`config.mk`:
```
export PLATFORM = sky130hd
export DESIGN_NAME = enhanced_clock_tlb_replacement_core
export DESIGN_NICKNAME = d
export VERILOG_FILES = /design/src/sv/ectr_pkg.sv /design/src/sv/enhanced_clock_tlb_replacement_core.sv /design/src/sv/ectr_queue.sv
export VERILOG_INCLUDE_DIRS = /design/src /design/src/sv
export SDC_FILE = /design/constraint.sdc
export NUM_CORES = 1
export LEC_CHECK = 0
export BUFFER_PORTS_ARGS = -buffer_cell sky130_fd_sc_hd__buf_2
export CAP_MARGIN = 20
export CORE_MARGIN = 5
export CORE_UTILIZATION = 41
export CTS_CLUSTER_DIAMETER = 60
export DETAILED_ROUTE_END_ITERATION = 10
export PLACE_DENSITY_LB_ADDON = 0.1
export REMOVE_ABC_BUFFERS = 1
export SETUP_SLACK_MARGIN = 0.02
export SLEW_MARGIN = 15
export SYNTH_ARGS = -nofsm -noshare
export SYNTH_HDL_FRONTEND = slang
export SYNTH_SLANG_ARGS = --single-unit
export TNS_END_PERCENT = 10
```
`constraint.sdc`:
```
create_clock -name aclk -period 4.03 [get_ports aclk]
set_clock_uncertainty 0.2 [all_clocks]
set_input_delay 0.2015 -clock aclk [delete_from_list [all_inputs] [get_ports aclk]]
set_output_delay 0.2015 -clock aclk [all_outputs]
set_load 0.05 [all_outputs]
```
`src/sv/enhanced_clock_tlb_replacement_core_assert.svh`:
```
// Assertion macros used by the replacement core RTL.
`ifndef ENHANCED_CLOCK_TLB_REPLACEMENT_CORE_ASSERT_SVH
`define ENHANCED_CLOCK_TLB_REPLACEMENT_CORE_ASSERT_SVH

// Consequence must hold in the same cycle as the antecedent.
`define ECTR_ASSERT_SAME(label, ante, cons) \
    label: assert property (@(posedge aclk) disable iff (!aresetn) (ante) |-> (cons)) \
        else $error("ectr: same-cycle check failed");

// Consequence must hold in the cycle after the antecedent.
`define ECTR_ASSERT_NEXT(label, ante, cons) \
    label: assert property (@(posedge aclk) disable iff (!aresetn) (ante) |=> (cons)) \
        else $error("ectr: next-cycle check failed");

`endif

```
`src/sv/ectr_pkg.sv`:
```
// Shared types and codes for the clock TLB replacement core.
package ectr_pkg;

    // Width of a TLB entry number.
    localparam int ENTRY_W = 4;

    // Request kinds carried in the input item.
    localparam logic [2:0] KIND_INSERT  = 3'd0;
    localparam logic [2:0] KIND_USE     = 3'd1;
    localparam logic [2:0] KIND_DIRTY   = 3'd2;
    localparam logic [2:0] KIND_REMOVE  = 3'd3;
    localparam logic [2:0] KIND_REPLACE = 3'd4;
    localparam logic [2:0] KIND_EVICT   = 3'd5;

    // Queue operations issued by the sequencer.
    localparam logic [1:0] QOP_NONE   = 2'd0;
    localparam logic [1:0] QOP_ROTATE = 2'd1;
    localparam logic [1:0] QOP_POP    = 2'd2;
    localparam logic [1:0] QOP_PUSH   = 2'd3;

    // Command from the sequencer to the order queue.
    typedef struct packed {
        logic [1:0]         op;
        logic [ENTRY_W-1:0] data;
    } ectr_qcmd_t;

endpackage

```
`src/sv/enhanced_clock_tlb_replacement_core.sv`:
```
// Top level of the enhanced second-chance clock replacement core for TLB entries.
// Use, dirty and unused kinds pass from the idle state straight to the finish state; insert and
// remove walk the queue in the scan state, one rotation or pop per cycle past the single head compare.
// Replace and evict run the clock hand, one head entry examined per cycle.
// Throughput: one item at a time; the next item is taken once the sequencer is idle.
// Reset: synchronous active-low aresetn empties the queue and clears all bits at once.
`include "enhanced_clock_tlb_replacement_core_assert.svh"

module enhanced_clock_tlb_replacement_core
    import ectr_pkg::*;
#(
    parameter int ENTRIES = 16
) (
    input  logic        aclk,
    input  logic        aresetn,
    input  logic        s_tvalid,
    output logic        s_tready,
    input  logic [7:0]  s_tdata,   // kind[2:0], entry_index[6:3], zero[7]
    output logic        m_tvalid,
    input  logic        m_tready,
    output logic [15:0] m_tdata    // victim_index[3:0], found[4], occupancy[9:5], zero[15:10]
);

    localparam int CW    = $clog2(ENTRIES + 1);
    localparam int IW    = $clog2(ENTRIES);
    localparam int GUARD = 2 * ENTRIES + 2;
    localparam int GW    = $clog2(GUARD + 1);

    localparam logic [1:0] ST_IDLE   = 2'd0;
    localparam logic [1:0] ST_SCAN   = 2'd1;
    localparam logic [1:0] ST_CLOCK  = 2'd2;
    localparam logic [1:0] ST_FINISH = 2'd3;

    logic [1:0]         state_reg, state_next;
    logic [2:0]         kind_reg, kind_next;
    logic [ENTRY_W-1:0] idx_reg, idx_next;
    logic               hit_reg, hit_next;
    logic [GW-1:0]      step_reg, step_next;
    logic [ENTRY_W-1:0] victim_reg, victim_next;
    logic               found_reg, found_next;
    logic [ENTRIES-1:0] ref_reg, ref_next;
    logic [ENTRIES-1:0] mod_reg, mod_next;
    logic               m_valid_reg, m_valid_next;
    logic [9:0]         m_data_reg, m_data_next;

    logic [2:0]         s_kind;
    logic [ENTRY_W-1:0] s_entry;
    logic               s_idx_ok;
    logic               idx_ok;
    logic [IW-1:0]      s_bit;
    logic [IW-1:0]      idx_bit;
    logic [IW-1:0]      head_bit;
    logic               match;

    ectr_qcmd_t         q_cmd;
    logic [ENTRY_W-1:0] q_head;
    logic [CW-1:0]      q_count;

    ectr_queue #(
        .ENTRIES (ENTRIES)
    ) u_queue (
        .aclk    (aclk),
        .aresetn (aresetn),
        .cmd     (q_cmd),
        .head    (q_head),
        .count   (q_count)
    );

    // Unpack the input item.
    assign s_kind   = s_tdata[2:0];
    assign s_entry  = s_tdata[6:3];
    assign s_idx_ok = (int'(s_entry) < ENTRIES);
    assign idx_ok   = (int'(idx_reg) < ENTRIES);
    assign s_bit    = IW'(s_entry);
    assign idx_bit  = IW'(idx_reg);
    assign head_bit = IW'(q_head);
    assign match    = (q_head == idx_reg) && !hit_reg;

    assign s_tready = (state_reg == ST_IDLE);

    // Sequencer: at most one queue operation per cycle around the shared head compare.
    always_comb begin
        state_next   = state_reg;
        kind_next    = kind_reg;
        idx_next     = idx_reg;
        hit_next     = hit_reg;
        step_next    = step_reg;
        victim_next  = victim_reg;
        found_next   = found_reg;
        ref_next     = ref_reg;
        mod_next     = mod_reg;
        m_data_next  = m_data_reg;
        m_valid_next = m_valid_reg && !m_tready;
        q_cmd.op     = QOP_NONE;
        q_cmd.data   = '0;

        case (state_reg)
            ST_IDLE: begin
                if (s_tvalid) begin
                    kind_next   = s_kind;
                    idx_next    = s_entry;
                    hit_next    = 1'b0;
                    found_next  = 1'b0;
                    victim_next = '0;
                    state_next  = ST_FINISH;
                    case (s_kind)
                        KIND_INSERT, KIND_REMOVE: begin
                            if (s_idx_ok) begin
                                step_next  = GW'(q_count);
                                state_next = ST_SCAN;
                            end
                        end
                        KIND_USE: begin
                            if (s_idx_ok) begin
                                ref_next[s_bit] = 1'b1;
                            end
                        end
                        KIND_DIRTY: begin
                            if (s_idx_ok) begin
                                mod_next[s_bit] = 1'b1;
                            end
                        end
                        KIND_REPLACE, KIND_EVICT: begin
                            if (q_count != '0) begin
                                step_next  = GW'(GUARD);
                                state_next = ST_CLOCK;
                            end
                        end
                        default: begin
                            state_next = ST_FINISH;
                        end
                    endcase
                end
            end

            // Walk the whole queue once; a remove drops the entry as it passes the head.
            ST_SCAN: begin
                if (step_reg != '0) begin
                    step_next = step_reg - 1'b1;
                    hit_next  = hit_reg || match;
                    if (kind_reg == KIND_REMOVE && match) begin
                        q_cmd.op = QOP_POP;
                    end else begin
                        q_cmd.op = QOP_ROTATE;
                    end
                end else begin
                    if (kind_reg == KIND_INSERT && !hit_reg && idx_ok
                            && int'(q_count) < ENTRIES) begin
                        q_cmd.op          = QOP_PUSH;
                        q_cmd.data        = idx_reg;
                        ref_next[idx_bit] = 1'b0;
                        mod_next[idx_bit] = 1'b0;
                    end
                    state_next = ST_FINISH;
                end
            end

            // Clock hand: age the head entry or take it as the victim.
            ST_CLOCK: begin
                if (step_reg != '0) begin
                    step_next = step_reg - 1'b1;
                    if (!ref_reg[head_bit] && !mod_reg[head_bit]) begin
                        victim_next = q_head;
                        found_next  = 1'b1;
                        q_cmd.op    = (kind_reg == KIND_REPLACE) ? QOP_ROTATE : QOP_POP;
                        state_next  = ST_FINISH;
                    end else begin
                        ref_next[head_bit] = 1'b0;
                        if (!(ref_reg[head_bit] && mod_reg[head_bit])) begin
                            mod_next[head_bit] = 1'b0;
                        end
                        q_cmd.op = QOP_ROTATE;
                    end
                end else begin
                    state_next = ST_FINISH;
                end
            end

            // Hand the result item to the output register once it is free.
            ST_FINISH: begin
                if (!m_valid_reg || m_tready) begin
                    m_data_next  = {5'(q_count), found_reg, victim_reg};
                    m_valid_next = 1'b1;
                    state_next   = ST_IDLE;
                end
            end

            default: begin
                state_next = ST_IDLE;
            end
        endcase
    end

    // Control state and bit arrays.
    always_ff @(posedge aclk) begin
        if (!aresetn) begin
            state_reg   <= ST_IDLE;
            ref_reg     <= '0;
            mod_reg     <= '0;
            m_valid_reg <= 1'b0;
            hit_reg     <= 1'b0;
            found_reg   <= 1'b0;
            step_reg    <= '0;
        end else begin
            state_reg   <= state_next;
            ref_reg     <= ref_next;
            mod_reg     <= mod_next;
            m_valid_reg <= m_valid_next;
            hit_reg     <= hit_next;
            found_reg   <= found_next;
            step_reg    <= step_next;
        end
    end

    // Payload registers.
    always_ff @(posedge aclk) begin
        kind_reg   <= kind_next;
        idx_reg    <= idx_next;
        victim_reg <= victim_next;
        m_data_reg <= m_data_next;
    end

    assign m_tvalid = m_valid_reg;
    assign m_tdata  = {6'b0, m_data_reg};

    // The queue never holds more entries than it has slots.
    `ECTR_ASSERT_SAME(a_count_bound, 1'b1, int'(q_count) <= ENTRIES)
    // A scan step either keeps the fill count or drops it by one.
    `ECTR_ASSERT_NEXT(a_scan_count, (state_reg == ST_SCAN) && (step_reg != '0),
        (q_count == $past(q_count)) || (q_count == $past(q_count) - 1'b1))
    // The clock hand only clears reference and modified bits.
    `ECTR_ASSERT_NEXT(a_clock_clears, state_reg == ST_CLOCK,
        ((ref_reg & ~$past(ref_reg)) == '0) && ((mod_reg & ~$past(mod_reg)) == '0))
    // A result item appears only out of the finish step.
    `ECTR_ASSERT_NEXT(a_result_source, !m_valid_reg && (state_reg != ST_FINISH), !m_valid_reg)

endmodule

```
`src/sv/ectr_queue.sv`:
```
// Replacement order queue: a shift line of entry numbers with head at slot zero.
module ectr_queue
    import ectr_pkg::*;
#(
    parameter int ENTRIES = 16,
    localparam int CW = $clog2(ENTRIES + 1)
) (
    input  logic               aclk,
    input  logic               aresetn,
    input  ectr_qcmd_t         cmd,
    output logic [ENTRY_W-1:0] head,
    output logic [CW-1:0]      count
);

    localparam int SW = $clog2(ENTRIES);

    logic [ENTRY_W-1:0] slot_reg [ENTRIES];
    logic [CW-1:0]      count_reg;
    logic [CW-1:0]      count_next;
    logic [CW-1:0]      last_pos;
    logic               room;

    assign last_pos = count_reg - 1'b1;
    assign room     = (int'(count_reg) < ENTRIES);

    // Fill count follows pops and pushes.
    always_comb begin
        count_next = count_reg;
        case (cmd.op)
            QOP_POP: begin
                count_next = count_reg - 1'b1;
            end
            QOP_PUSH: begin
                if (room) begin
                    count_next = count_reg + 1'b1;
                end
            end
            default: begin
                count_next = count_reg;
            end
        endcase
    end

    always_ff @(posedge aclk) begin
        if (!aresetn) begin
            count_reg <= '0;
        end else begin
            count_reg <= count_next;
        end
    end

    // Slots shift toward the head; rotation wraps the head into the last valid slot.
    always_ff @(posedge aclk) begin
        for (int i = 0; i < ENTRIES; i++) begin
            case (cmd.op)
                QOP_ROTATE: begin
                    if (CW'(i) == last_pos) begin
                        slot_reg[SW'(i)] <= slot_reg[0];
                    end else begin
                        slot_reg[SW'(i)] <= slot_reg[SW'((i + 1) % ENTRIES)];
                    end
                end
                QOP_POP: begin
                    slot_reg[SW'(i)] <= slot_reg[SW'((i + 1) % ENTRIES)];
                end
                QOP_PUSH: begin
                    if (room && CW'(i) == count_reg) begin
                        slot_reg[SW'(i)] <= cmd.data;
                    end
                end
                default: begin
                end
            endcase
        end
    end

    assign head  = slot_reg[0];
    assign count = count_reg;

endmodule

```
==> impl_metrics.py <==
metrics = {
    "yosys": {
        "ys_warn_count": 0,
        "synth.avg_cell_area_um2": 10.5,
        "synth_edf_count": 85,
        "syn-cell-area_um2": 7790,
        "synthArstFlopShare_pct": 0,
        "yosysSeqAreaShare_pct": 45.1,
        "syn_inst": 740,
        "ys.flop_type": "edfxtp_1",
        "synth_commonest_cells": "mux2i_1, edfxtp_1, nand2_1, dfxtp_1, o21ai_0",
        "synth_area_leader_cell": "edfxtp_1",
        "yosys.cell_types.count": 59,
        "synth_top_area_share_pct": 32.8,
        "yosysMostFrequentCell": "mux2i_1",
        "ys_seq_elements": 133,
        "synth_area_leaders": "edfxtp_1, mux2i_1, dfxtp_1, ha_1, o221a_1",
    },
    "outcome": {
        "status": "completed",
    },
    "flow_run": {
        "maxCapViolCount": 0,
    },
    "route": {
        "finalWirelength_um": 21200,
        "viasPerCell": 5.92,
        "drt_first_pass_iters": 5,
        "drt_iter0_drc": 450,
        "ant_nets": 0,
        "dr_total_vias": 6047,
        "wire_per_inst_um": 20.7,
        "drc": 0,
    },
    "placement": {
        "gp_congestion": 0.874,
        "post-dp-hpwl_um": 14100,
        "placement.io_buffers": 22,
        "pre_cts_ws_ns": 0.138,
    },
    "final_layout": {
        "fin_nets": 805,
        "diodes": 0,
        "fillers": 1690,
        "final_layout_size_suffix_gt1_share_pct": 17.4,
        "final_util_pct": 48.0,
        "largest_reg_flops": 64,
        "area_growth_pct": 15.3,
    },
    "power": {
        "switching_share_pct": 37.9,
        "p_comb_share_pct": 40.6,
        "clockPowerShare_pct": 25.6,
        "finalPower_mw": 6.24,
        "p_per_area_nw_per_um2": 695,
        "switchingPower_mw": 2.37,
        "p_seq_share_pct": 33.8,
        "peakVddDrop_mv": 0.350,
        "p_int_mw": 3.87,
        "leakagePower_nw": 3.51,
    },
    "sta": {
        "period_share_pct": 95.1,
        "rsz0062_at_grt": "true",
        "worst_pin_slew_ns": 0.942,
        "layout_setup_ws_ns": 0.196,
        "slew_headroom_pct": 37.2,
        "setup_viol": 0,
        "max_freq_ghz": 0.261,
        "final-hold-violation-count": 0,
        "slew_viol_final": 0,
        "fin_crit_ns": 3.83,
        "fin_tns_setup_ns": 0,
    },
    "critical_path": {
        "setup.worst_path.end_class": "flop",
        "slowest_delay_ns": 0.54,
        "path_delay_family": "compound AO/OA/AOI/OAI gates",
        "worstPathArrival_ns": 3.69,
        "worst_path_max_delay_cell": "o21ai_0",
        "path_cells": "buf_12 -> mux2i_1 -> mux4_2 -> nand3_1 -> a22oi_1 -> o32ai_1 -> and2_1 -> ha_1 -> buf_4 -> nand2_1 -> o21ai_0",
        "startpoint_type": "flop",
        "path_class": "flop to flop",
        "path_max_fanout": 24,
        "path_buf_inv": 2,
        "regToRegSetupSlack_ns": 0.20,
        "crit_required_ns": 3.89,
    },
    "clocking": {
        "clock-root-buffer": "clkbuf_16",
        "cts_max_path_buffers": 2,
        "clk_pin_slew_worst_paths_ns": 0.06,
        "htree_levels": 4,
        "insertion_delay_ns": 0.42,
        "cts_sinks": 133,
        "cts_tree": "yes",
        "numCtsBuffers": 17,
    },
    "die": {
        "core_area_um2": 18700,
        "rows": 50,
        "start_util_pct": 41.6,
        "die_w_um": 148,
        "fp.dieH_um": 148,
        "die_area_um2": 21900,
        "io_pins": 30,
    },
    "global_route": {
        "overflow": 0,
        "grt_max_degree": 51,
        "antenna_found_initial": 0,
        "grt_pass1_vias": 6040,
        "grt_pass1_wl_um": 33700,
        "grt_usage_pct": 19.5,
    },
    "min_path": {
        "hp-class": "input port to flop",
    },
}
[layout by cell type (no fill, tap or decap), types with 6 or more instances in the layout]
master,instances
and2_1,10
o21a_1,6
o221a_1,20
o21ai_0,38
dlygate4sd3_1,8
conb_1,6
nand2b_1,15
nor4_1,34
clkbuf_16,19
nand3_1,28
o221a_2,14
dfxtp_1,48
mux2i_1,122
edfxtp_1,85
a21oi_1,25
buf_2,22
nor2b_1,12
o211ai_1,7
buf_4,41
nor2_1,25
o22ai_1,17
nand2_1,56
ha_1,18
inv_1,15
[routing by layer]
layer / global-route usage [%] / wire length, µm
met5: 0 / 0
met4: 4.25 / 155
met1: 28.3 / 10300
met2: 30.1 / 9720
met3: 3.99 / 1040
[what timing repair did]
item / in CTS / in global routing
hold buffers: 8 / 0
setup endpoints to repair: 0 / 90
endpoints found under the hold margin: 8 / 0
gates resized for setup: 0 / 15
buffers inserted: 0 / 1
[worst min-delay path: cells and delay by family]
family / cells / cell delay, ns
and+or+nand+nor: 1 / 0.10
buffers and inverters: 1 / 0.12
AOI/OAI and AO/OA: 1 / 0.19
[final timing paths]
check | end | cells past startpoint | start
worst max-delay path | u_queue.slot_reg[0][17]$_DFFE_PP_ | 11 | u_queue.slot_reg[0][0]$_DFFE_PP_
worst min-delay path | found_reg$_SDFFE_PN0P_ | 3 | s_tvalid
worst max register to register | u_queue.slot_reg[0][17]$_DFFE_PP_ | 11 | u_queue.slot_reg[0][0]$_DFFE_PP_
worst min register to register | m_data_reg[2]$_DFFE_PP_ | 0 | victim_reg[2]$_SDFFCE_PN0P_
[power by group through the flow]
stage | Clock (mW) | Combinational (mW) | Sequential, mW
6_report | 1.60 | 2.54 | 2.11
5_1_grt | 1.67 | 2.77 | 2.14
4_1_cts | 1.62 | 2.51 | 2.11
3_5_place_dp | 0 | 2.50 | 2.13
3_3_place_gp | 0 | 2.45 | 2.13
2_1_floorplan | 0 | 1.61 | 2.14
[through the flow]
stage | std cells | instance area, µm² | hold WS [ns]
5_1_grt | 1022 | 8980 | 0.0316
2_1_floorplan | 683 | 7490 | 0.100
6_report | 1022 | 8980 | 0.0188
3_3_place_gp | 981 | 8220 | 0.211
3_5_place_dp | 981 | 8220 | 0.215
4_1_cts | 1021 | 8910 | 0.00893
[cell type report]
| class | count | area [µm²] | area share, % |
|---|---|---|---|
| multi-input cells | 535 | 3970 | 44.2 |
| well taps | 234 | 293 | 3.26 |
| flip-flops and latches | 133 | 3510 | 39.1 |
| inverters | 15 | 56.3 | 0.627 |
| clock buffers | 27 | 559 | 6.23 |
| repair buffers | 73 | 538 | 5.99 |
| clock inverters | 5 | 56.3 | 0.627 |
[logic make-up (layout without fill, tap and decap cells)]
family          after synthesis  count (layout)  share of synthesized area (%)
mux                         126             126                           16.8
flops                       133             133                           45.1
compound gates              156             156                           14.7
other cells                   1               6                         0.0482
buf+inv                      77             120                           4.82
fa+ha+maj                    18              18                           2.89
simple gates                220             220                           14.6
xor+xnor                      9               9                           1.01
Power figures use the tool's default switching activity.
